==> config.mk <==
export PLATFORM = sky130hd
export DESIGN_NAME = temperature_alarm_latch_flat
export DESIGN_NICKNAME = d
export VERILOG_FILES = /design/src/design/tal_pkg.sv /design/src/design/tal_if.sv /design/src/design/temperature_alarm_latch.sv /design/src/flat_wrapper.sv
export SDC_FILE = /design/constraint.sdc
export NUM_CORES = 1
export LEC_CHECK = 0
export BUFFER_PORTS_ARGS = -buffer_cell sky130_fd_sc_hd__buf_2
export CAP_MARGIN = 5
export CORE_MARGIN = 4
export CORE_UTILIZATION = 67
export DETAILED_ROUTE_END_ITERATION = 10
export PLACE_DENSITY = 0.86
export SYNTH_ARGS = -nofsm -noshare
export SYNTH_HDL_FRONTEND = slang
export SYNTH_SLANG_ARGS = --single-unit
export TNS_END_PERCENT = 30
==> constraint.sdc <==
create_clock -name clk -period 18.4 [get_ports clk]
set_input_delay 0.92 -clock clk [delete_from_list [all_inputs] [get_ports clk]]
set_output_delay 0.92 -clock clk [all_outputs]
set_load 0.005 [all_outputs]
==> src/design/tal_pkg.sv <==
// shared types and constants of the temperature alarm latch
package tal_pkg;

  localparam int CHANNELS = 4;
  localparam int CH_W     = 2;
  localparam int THR_REGS = 4;
  localparam int TEMP_W   = 16;
  localparam int MARGIN_W = 12;
  localparam int CNT_W    = 8;
  localparam int TIME_W   = 32;
  localparam int CFG_IDX_W  = 3;
  localparam int CFG_DATA_W = 16;

  localparam logic [TIME_W-1:0] REMINDER_MS = 32'd1800000;
  localparam logic [CNT_W-1:0]  CNT_MAX     = 8'hFF;

  localparam logic signed [TEMP_W-1:0] THRESHOLD_RST = 16'sd80;
  localparam logic [CHANNELS-1:0]      ENABLE_RST    = 4'hF;
  localparam logic [MARGIN_W-1:0]      NEAR_RST      = 12'd16;
  localparam logic [MARGIN_W-1:0]      HYST_RST      = 12'd16;
  localparam logic [CNT_W-1:0]         CONFIRM_RST   = 8'd3;

  typedef enum logic [1:0] {
    STAT_NORMAL = 2'd0,
    STAT_NEAR   = 2'd1,
    STAT_ALARM  = 2'd2
  } status_t;

  typedef enum logic [1:0] {
    EV_NONE    = 2'd0,
    EV_RAISED  = 2'd1,
    EV_REMIND  = 2'd2,
    EV_RECOVER = 2'd3
  } event_t;

  typedef enum logic [CFG_IDX_W-1:0] {
    REG_THR0    = 3'd0,
    REG_THR1    = 3'd1,
    REG_THR2    = 3'd2,
    REG_THR3    = 3'd3,
    REG_ENABLE  = 3'd4,
    REG_NEAR    = 3'd5,
    REG_HYST    = 3'd6,
    REG_CONFIRM = 3'd7
  } cfg_reg_t;

  // one channel's entry in the state memory
  typedef struct packed {
    status_t           status;
    logic              latched;
    logic [CNT_W-1:0]  cnt;
    logic [TIME_W-1:0] last;
  } ch_state_t;

endpackage

==> src/design/tal_if.sv <==
// stream and configuration interfaces of the temperature alarm latch
interface tal_in_if import tal_pkg::*; ();
  logic                     valid;
  logic                     ready;
  logic [CH_W-1:0]          channel;
  logic signed [TEMP_W-1:0] temperature;
  logic                     reading_valid;
  logic [TIME_W-1:0]        now_ms;

  modport source (output valid, channel, temperature, reading_valid, now_ms, input ready);
  modport sink   (input valid, channel, temperature, reading_valid, now_ms, output ready);
endinterface

interface tal_out_if import tal_pkg::*; ();
  logic            valid;
  logic            ready;
  logic [CH_W-1:0] out_channel;
  logic [1:0]      status;
  logic            alarm_latched;
  logic [1:0]      event_res;
  logic            any_latched;

  modport source (output valid, out_channel, status, alarm_latched, event_res, any_latched,
                  input ready);
  modport sink   (input valid, out_channel, status, alarm_latched, event_res, any_latched,
                  output ready);
endinterface

interface tal_cfg_if import tal_pkg::*; ();
  logic                  valid;
  logic                  ready;
  logic [CFG_IDX_W-1:0]  index;
  logic [CFG_DATA_W-1:0] data;

  modport source (output valid, index, data, input ready);
  modport sink   (input valid, index, data, output ready);
endinterface

==> src/design/temperature_alarm_latch.sv <==
// top level: per-channel alarm state in a small memory, read-modify-write per reading
// a reading is registered with its state memory entry on accept, then its update is
//   registered in the result register (read, then update)
// throughput: one reading per cycle unless results stall; a result follows the same channel
//   back to back through forwarding of the value written in the update stage
// reset (rst, synchronous): registers back to defaults, every channel normal and unlatched
//   via per-entry valid bits; no clearing pass
module temperature_alarm_latch import tal_pkg::*; (
  input  logic      clk,
  input  logic      rst,
  tal_in_if.sink    sample,
  tal_out_if.source result,
  tal_cfg_if.sink   cfg
);

  // configuration registers
  logic signed [TEMP_W-1:0] thr [THR_REGS];
  logic [CHANNELS-1:0]      enable_mask;
  logic [MARGIN_W-1:0]      near_margin;
  logic [MARGIN_W-1:0]      hysteresis;
  logic [CNT_W-1:0]         confirm_count;

  // state memory
  ch_state_t           mem [CHANNELS];
  logic [CHANNELS-1:0] entry_vld;
  logic [CHANNELS-1:0] lat_vec;

  // update stage
  logic                     s1_valid;
  logic [CH_W-1:0]          s1_ch;
  logic signed [TEMP_W-1:0] s1_temp;
  logic                     s1_rvalid;
  logic [TIME_W-1:0]        s1_now;
  ch_state_t                rd_data;
  logic                     rd_vld;
  logic                     fwd_hit;
  ch_state_t                fwd_data;

  logic       accept;
  logic       s1_adv;
  logic       ch_ok;
  ch_state_t  cur;
  ch_state_t  upd;
  event_t     ev;
  logic [CHANNELS-1:0] lat_next;

  logic signed [TEMP_W+1:0] t_x;
  logic signed [TEMP_W+1:0] thr_x;
  logic signed [TEMP_W+1:0] near_lvl;
  logic signed [TEMP_W+1:0] clear_lvl;
  logic                     over;
  logic [CNT_W-1:0]         cnt_inc;
  logic [TIME_W-1:0]        elapsed;

  // output register
  logic            o_valid;
  logic [CH_W-1:0] o_ch;
  status_t         o_status;
  logic            o_latched;
  event_t          o_event;
  logic            o_any;

  assign cfg.ready    = 1'b1;
  assign s1_adv       = s1_valid && (!o_valid || result.ready);
  assign sample.ready = !s1_valid || s1_adv;
  assign accept       = sample.valid && sample.ready;

  always_ff @(posedge clk) begin
    if (rst) begin
      for (int i = 0; i < THR_REGS; i++) thr[i] <= THRESHOLD_RST;
      enable_mask   <= ENABLE_RST;
      near_margin   <= NEAR_RST;
      hysteresis    <= HYST_RST;
      confirm_count <= CONFIRM_RST;
    end else if (cfg.valid) begin
      case (cfg_reg_t'(cfg.index))
        REG_THR0:    thr[0] <= cfg.data;
        REG_THR1:    thr[1] <= cfg.data;
        REG_THR2:    thr[2] <= cfg.data;
        REG_THR3:    thr[3] <= cfg.data;
        REG_ENABLE:  enable_mask   <= cfg.data[CHANNELS-1:0];
        REG_NEAR:    near_margin   <= cfg.data[MARGIN_W-1:0];
        REG_HYST:    hysteresis    <= cfg.data[MARGIN_W-1:0];
        REG_CONFIRM: confirm_count <= cfg.data[CNT_W-1:0];
        default: ;
      endcase
    end
  end

  // read port: registered on accept, held while the update stage stalls
  always_ff @(posedge clk) begin
    if (accept) begin
      rd_data   <= mem[sample.channel];
      s1_ch     <= sample.channel;
      s1_temp   <= sample.temperature;
      s1_rvalid <= sample.reading_valid;
      s1_now    <= sample.now_ms;
      fwd_data  <= upd;
    end
  end

  always_ff @(posedge clk) begin
    if (rst) begin
      s1_valid <= 1'b0;
      rd_vld   <= 1'b0;
      fwd_hit  <= 1'b0;
    end else begin
      if (accept) begin
        s1_valid <= 1'b1;
        rd_vld   <= entry_vld[sample.channel];
        // same channel being written this edge: take the new value instead
        fwd_hit  <= s1_adv && ch_ok && (s1_ch == sample.channel);
      end else if (s1_adv) begin
        s1_valid <= 1'b0;
      end
    end
  end

  // write port
  always_ff @(posedge clk) begin
    if (s1_adv && ch_ok) mem[s1_ch] <= upd;
  end

  always_ff @(posedge clk) begin
    if (rst) begin
      entry_vld <= '0;
      lat_vec   <= '0;
    end else if (s1_adv && ch_ok) begin
      entry_vld[s1_ch] <= 1'b1;
      lat_vec          <= lat_next;
    end
  end

  always_comb begin
    ch_ok = ({1'b0, s1_ch} < (CH_W+1)'(CHANNELS));
    if (fwd_hit)     cur = fwd_data;
    else if (rd_vld) cur = rd_data;
    else             cur = '0;

    t_x       = (TEMP_W+2)'(s1_temp);
    thr_x     = (TEMP_W+2)'(thr[s1_ch]);
    near_lvl  = thr_x - $signed({6'b0, near_margin});
    clear_lvl = thr_x - $signed({6'b0, hysteresis});
    over      = t_x > thr_x;
    cnt_inc   = (cur.cnt != CNT_MAX) ? cur.cnt + 8'd1 : cur.cnt;
    elapsed   = s1_now - cur.last;

    upd = cur;
    ev  = EV_NONE;
    if (!enable_mask[s1_ch]) begin
      upd.status  = STAT_NORMAL;
      upd.latched = 1'b0;
    end else if (s1_rvalid) begin
      if (over)                 upd.status = STAT_ALARM;
      else if (t_x >= near_lvl) upd.status = STAT_NEAR;
      else                      upd.status = STAT_NORMAL;

      if (!cur.latched) begin
        if (over) begin
          upd.cnt = cnt_inc;
          if (cnt_inc >= confirm_count) begin
            upd.latched = 1'b1;
            upd.last    = s1_now;
            ev          = EV_RAISED;
          end
        end else begin
          upd.cnt = '0;
        end
      end else if (t_x <= clear_lvl) begin
        upd.latched = 1'b0;
        upd.cnt     = '0;
        ev          = EV_RECOVER;
      end else if (elapsed >= REMINDER_MS) begin
        upd.last = s1_now;
        ev       = EV_REMIND;
      end
    end

    lat_next = lat_vec;
    if (ch_ok) lat_next[s1_ch] = upd.latched;
  end

  always_ff @(posedge clk) begin
    if (rst) begin
      o_valid <= 1'b0;
    end else if (s1_adv) begin
      o_valid <= 1'b1;
    end else if (result.ready) begin
      o_valid <= 1'b0;
    end
  end

  always_ff @(posedge clk) begin
    if (s1_adv) begin
      o_ch      <= s1_ch;
      o_status  <= ch_ok ? upd.status  : STAT_NORMAL;
      o_latched <= ch_ok ? upd.latched : 1'b0;
      o_event   <= ch_ok ? ev          : EV_NONE;
      o_any     <= |lat_next;
    end
  end

  assign result.valid         = o_valid;
  assign result.out_channel   = o_ch;
  assign result.status        = o_status;
  assign result.alarm_latched = o_latched;
  assign result.event_res     = o_event;
  assign result.any_latched   = o_any;

endmodule

==> src/flat_wrapper.sv <==
// flat-port wrapper written by rule: the top's interface ports become plain ports
module temperature_alarm_latch_flat import tal_pkg::*;
  (clk, rst, sample_valid, sample_channel, sample_temperature, sample_reading_valid, sample_now_ms, sample_ready, result_valid, result_out_channel, result_status, result_alarm_latched, result_event_res, result_any_latched, result_ready, cfg_valid, cfg_index, cfg_data, cfg_ready);
  tal_in_if sample_i ();
  tal_out_if result_i ();
  tal_cfg_if cfg_i ();
  input  logic clk;
  input  logic rst;
  input wire logic [$bits(sample_i.valid)-1:0] sample_valid;
  input wire logic [$bits(sample_i.channel)-1:0] sample_channel;
  input wire logic [$bits(sample_i.temperature)-1:0] sample_temperature;
  input wire logic [$bits(sample_i.reading_valid)-1:0] sample_reading_valid;
  input wire logic [$bits(sample_i.now_ms)-1:0] sample_now_ms;
  output wire logic [$bits(sample_i.ready)-1:0] sample_ready;
  output wire logic [$bits(result_i.valid)-1:0] result_valid;
  output wire logic [$bits(result_i.out_channel)-1:0] result_out_channel;
  output wire logic [$bits(result_i.status)-1:0] result_status;
  output wire logic [$bits(result_i.alarm_latched)-1:0] result_alarm_latched;
  output wire logic [$bits(result_i.event_res)-1:0] result_event_res;
  output wire logic [$bits(result_i.any_latched)-1:0] result_any_latched;
  input wire logic [$bits(result_i.ready)-1:0] result_ready;
  input wire logic [$bits(cfg_i.valid)-1:0] cfg_valid;
  input wire logic [$bits(cfg_i.index)-1:0] cfg_index;
  input wire logic [$bits(cfg_i.data)-1:0] cfg_data;
  output wire logic [$bits(cfg_i.ready)-1:0] cfg_ready;
  assign sample_i.valid = sample_valid;
  assign sample_i.channel = sample_channel;
  assign sample_i.temperature = sample_temperature;
  assign sample_i.reading_valid = sample_reading_valid;
  assign sample_i.now_ms = sample_now_ms;
  assign sample_ready = sample_i.ready;
  assign result_valid = result_i.valid;
  assign result_out_channel = result_i.out_channel;
  assign result_status = result_i.status;
  assign result_alarm_latched = result_i.alarm_latched;
  assign result_event_res = result_i.event_res;
  assign result_any_latched = result_i.any_latched;
  assign result_i.ready = result_ready;
  assign cfg_i.valid = cfg_valid;
  assign cfg_i.index = cfg_index;
  assign cfg_i.data = cfg_data;
  assign cfg_ready = cfg_i.ready;
  temperature_alarm_latch u_core (.clk(clk), .rst(rst), .sample(sample_i), .result(result_i), .cfg(cfg_i));
endmodule
==> impl_metrics.ini <==
[layout]
antennaDiodeCount = 0
area_delta_synth_final_pct = 10.5
final_cells = 2052
nets = 1814
drive_above_1_share = 0.147

[power]
peakVddDrop_uv = 103
power_density_nw_per_um2 = 102
p_leak_uw = 0.00865
finalPower_uw = 2320

[sta]
setup_slack_ps = 11810
finalCritPeriodShare = 0.358
hold_viol_final = 0
setup_viol = 0
final_max_slew_viol_count = 0
maxSlewHeadroom = 0.273
grt_setup_unrepaired = false
fmax_mhz = 152
timing.setup.tns_ps = 0
holdWs_ps = 457
timing.final.crit_period_ps = 6590
skew_ps = 24.4
tightestPinTransition_ps = 1060

[global_routing]
track_usage = 0.271
grt_pass1_vias = 13300
antenna_found_initial = 0
grt_max_degree = 80
grt_first_pass_wirelength_mm = 71.8
grt-ovfl-total = 0

[floorplanning]
ios = 86
coreArea_um2 = 30500
dieHeight_um = 184
die_area_um2 = 33700
initial_core_util = 0.677
die-width_um = 184
rows = 64

[synthesis]
yosys_most_used_dff = edfxtp_1
ys_seq_elements = 431
postSynthCellCount = 1547
avgSynthCellArea_um2 = 13.3
ys_seq_area_frac = 0.603
synth-warning-count = 0
syn-num-nets = 1739
synth_edf_count = 381
yosysUniqueCellTypes = 70
synthArstFlopShare = 0
netlist_area_um2 = 20600

[route]
wl_met3_mm = 3.43
routedWlPerCell_um = 22.3
wirelength_mm = 45.8
viasPerCell = 6.43
via_count = 13200
ant_nets = 0
first_pass_iters = 5
drcViolationCount = 0
wl_met2_mm = 22.4
met1_length_mm = 18.8
top_layer = met4
drt-initial-drc-count = 1415

[clocking]
postCtsSetupBuffers = 0
ctsHoldBuffers = 0
cts_root_buffer = clkbuf_16
cts_buffer_depth = 3
post_cts_resized = 0
tritoncts = done
cts.sinks = 431
clock_latency_ps = 570
clk_pin_slew_ps = 70
cts_made_buffers = 43
cts_max_level = 2

[flow_run]
drv_cap = 0

[placement]
place_inst = 1973
io_buffers = 84
place_hpwl_mm = 29.1
gp_congestion = 0.951
dp_slack_ps = 11970

[worst_setup_path]
cp_max_fo = 32
cp.arrival_ps = 6910
required_ps = 18720
critPathKind = flip-flop to flip-flop
crit_path_start_kind = flip-flop
worstSetupEndpointType = flip-flop

[run_status]
status = complete, no violations

[hold_path]
hold_class = flip-flop to flip-flop
worst max-delay path: stages, from the launching register on:
cell and delay (ps):
dfxtp_1 810, mux4_2 480, ha_1 310, nor2b_1 140
o21ai_0 210, a21oi_1 120, o21ai_0 230, a21boi_0 120
o21ai_0 240, a21oi_1 130, or4_1 440, a41oi_1 300
nand2_1 120, xnor2_1 140, ha_1 190, a21o_1 180
a211oi_1 210, o21ai_0 120, a31oi_1 170, o21ai_0 210
nand2b_1 170, a21oi_1 120, o31ai_4 70, buf_4 590
mux2i_1 500
kinds of logic after synthesis:
kind of cell | Yosys count | synth area share
multiplexers | 97 | 0.0842
AND/OR/NAND/NOR | 381 | 0.0920
XOR/XNOR | 49 | 0.0208
flip-flops | 431 | 0.603
AO/OA/AOI/OAI | 292 | 0.0941
other | 1 | 0.000182
buffers and inverters | 179 | 0.0340
adder cells (fa/ha/maj) | 117 | 0.0720
synthesized netlist by cell type (all sizes together) (4+ instances only):
cell     instances  area share
a2111oi          6      0.0032
a211o            9      0.0038
a21boi           5      0.0018
a21o            23      0.0084
a21oi           91       0.022
a221o            4      0.0019
a22oi           43       0.016
a31oi            6      0.0018
and2            62       0.019
and3             5      0.0015
buf             18      0.0047
clkbuf          48      0.0087
dfxtp           50       0.048
edfxtp         381        0.55
ha             114       0.069
inv            113       0.021
mux2i           33       0.016
mux4            61       0.067
nand2          118       0.021
nand2b          22      0.0067
nand3           21      0.0051
nand3b           5      0.0018
nand4           12      0.0036
nor2            71       0.013
nor2b           22      0.0067
nor3            15      0.0036
o211ai           4      0.0015
o21a            10      0.0036
o21ai           44       0.011
o21bai           4      0.0015
o22ai            6      0.0018
o31ai           11      0.0047
or3             11      0.0033
or4              5      0.0018
xnor2           30       0.013
xor2            19      0.0081
cell type report:
cell class                 count  area (um^2)
inverter                     113          429
tap                          396          495
clock buffer                  51         1110
multi-input combinational    937         7510
timing repair buffer          96          513
fill                        1794         7700
sequential                   431        12400
clock inverter                28          307
through the flow:
stage	instance area [um^2]	utilization
finish	22800	0.747
global route	22800	0.747
CTS	22800	0.747
detailed placement	21400	0.701
global placement	21400	0.701
floorplan	20600	-
metal layers:
| metal | GRT usage | vias to the layer above |
|---|---|---|
| li1 | - | 5961 |
| met1 | 0.379 | 6513 |
| met2 | 0.444 | 607 |
| met3 | 0.0479 | 105 |
| met4 | 0.0813 | 0 |
| met5 | 0 | - |
placed cells by master (no fill, tap or decap), types with 49 or more instances in the layout:
master / n
inv_1: 108
nor2_1: 71
a21oi_1: 91
mux4_2: 61
edfxtp_1: 381
dfxtp_1: 49
buf_2: 83
ha_1: 114
nand2_1: 118
and2_1: 62
state kept, by name, indices dropped and copies added (netlist names), 2 cells and up, named ones only:
name / flops
u_core.mem: 172
u_core.thr: 64
u_core.fwd_data: 43
u_core.rd_data: 43
u_core.s1_now: 32
u_core.s1_temp: 16
u_core.hysteresis: 12
u_core.near_margin: 12
u_core.confirm_count: 8
u_core.enable_mask: 4
u_core.entry_vld: 4
u_core.lat_vec: 4
u_core.result.event_res: 2
u_core.result.out_channel: 2
u_core.result.status: 2
u_core.s1_ch: 2
worst paths after layout:
path / depth (start not counted) / from / slack (ps) / endpoint
max: 24 / flip-flop / 11810 / u_core.mem[3][14]
min: 2 / u_core.hysteresis[8] / 460 / u_core.hysteresis[8]
max reg2reg: 24 / flip-flop / 11810 / u_core.mem[3][14]
min reg2reg: 2 / u_core.hysteresis[8] / 460 / u_core.hysteresis[8]
power by group:
group / internal [uW] / switching, uW / total [uW]
Sequential: 1110 / 18.8 / 1130
Clock: 506 / 375 / 881
Combinational: 125 / 181 / 305
Power figures use the tool's default switching activity.
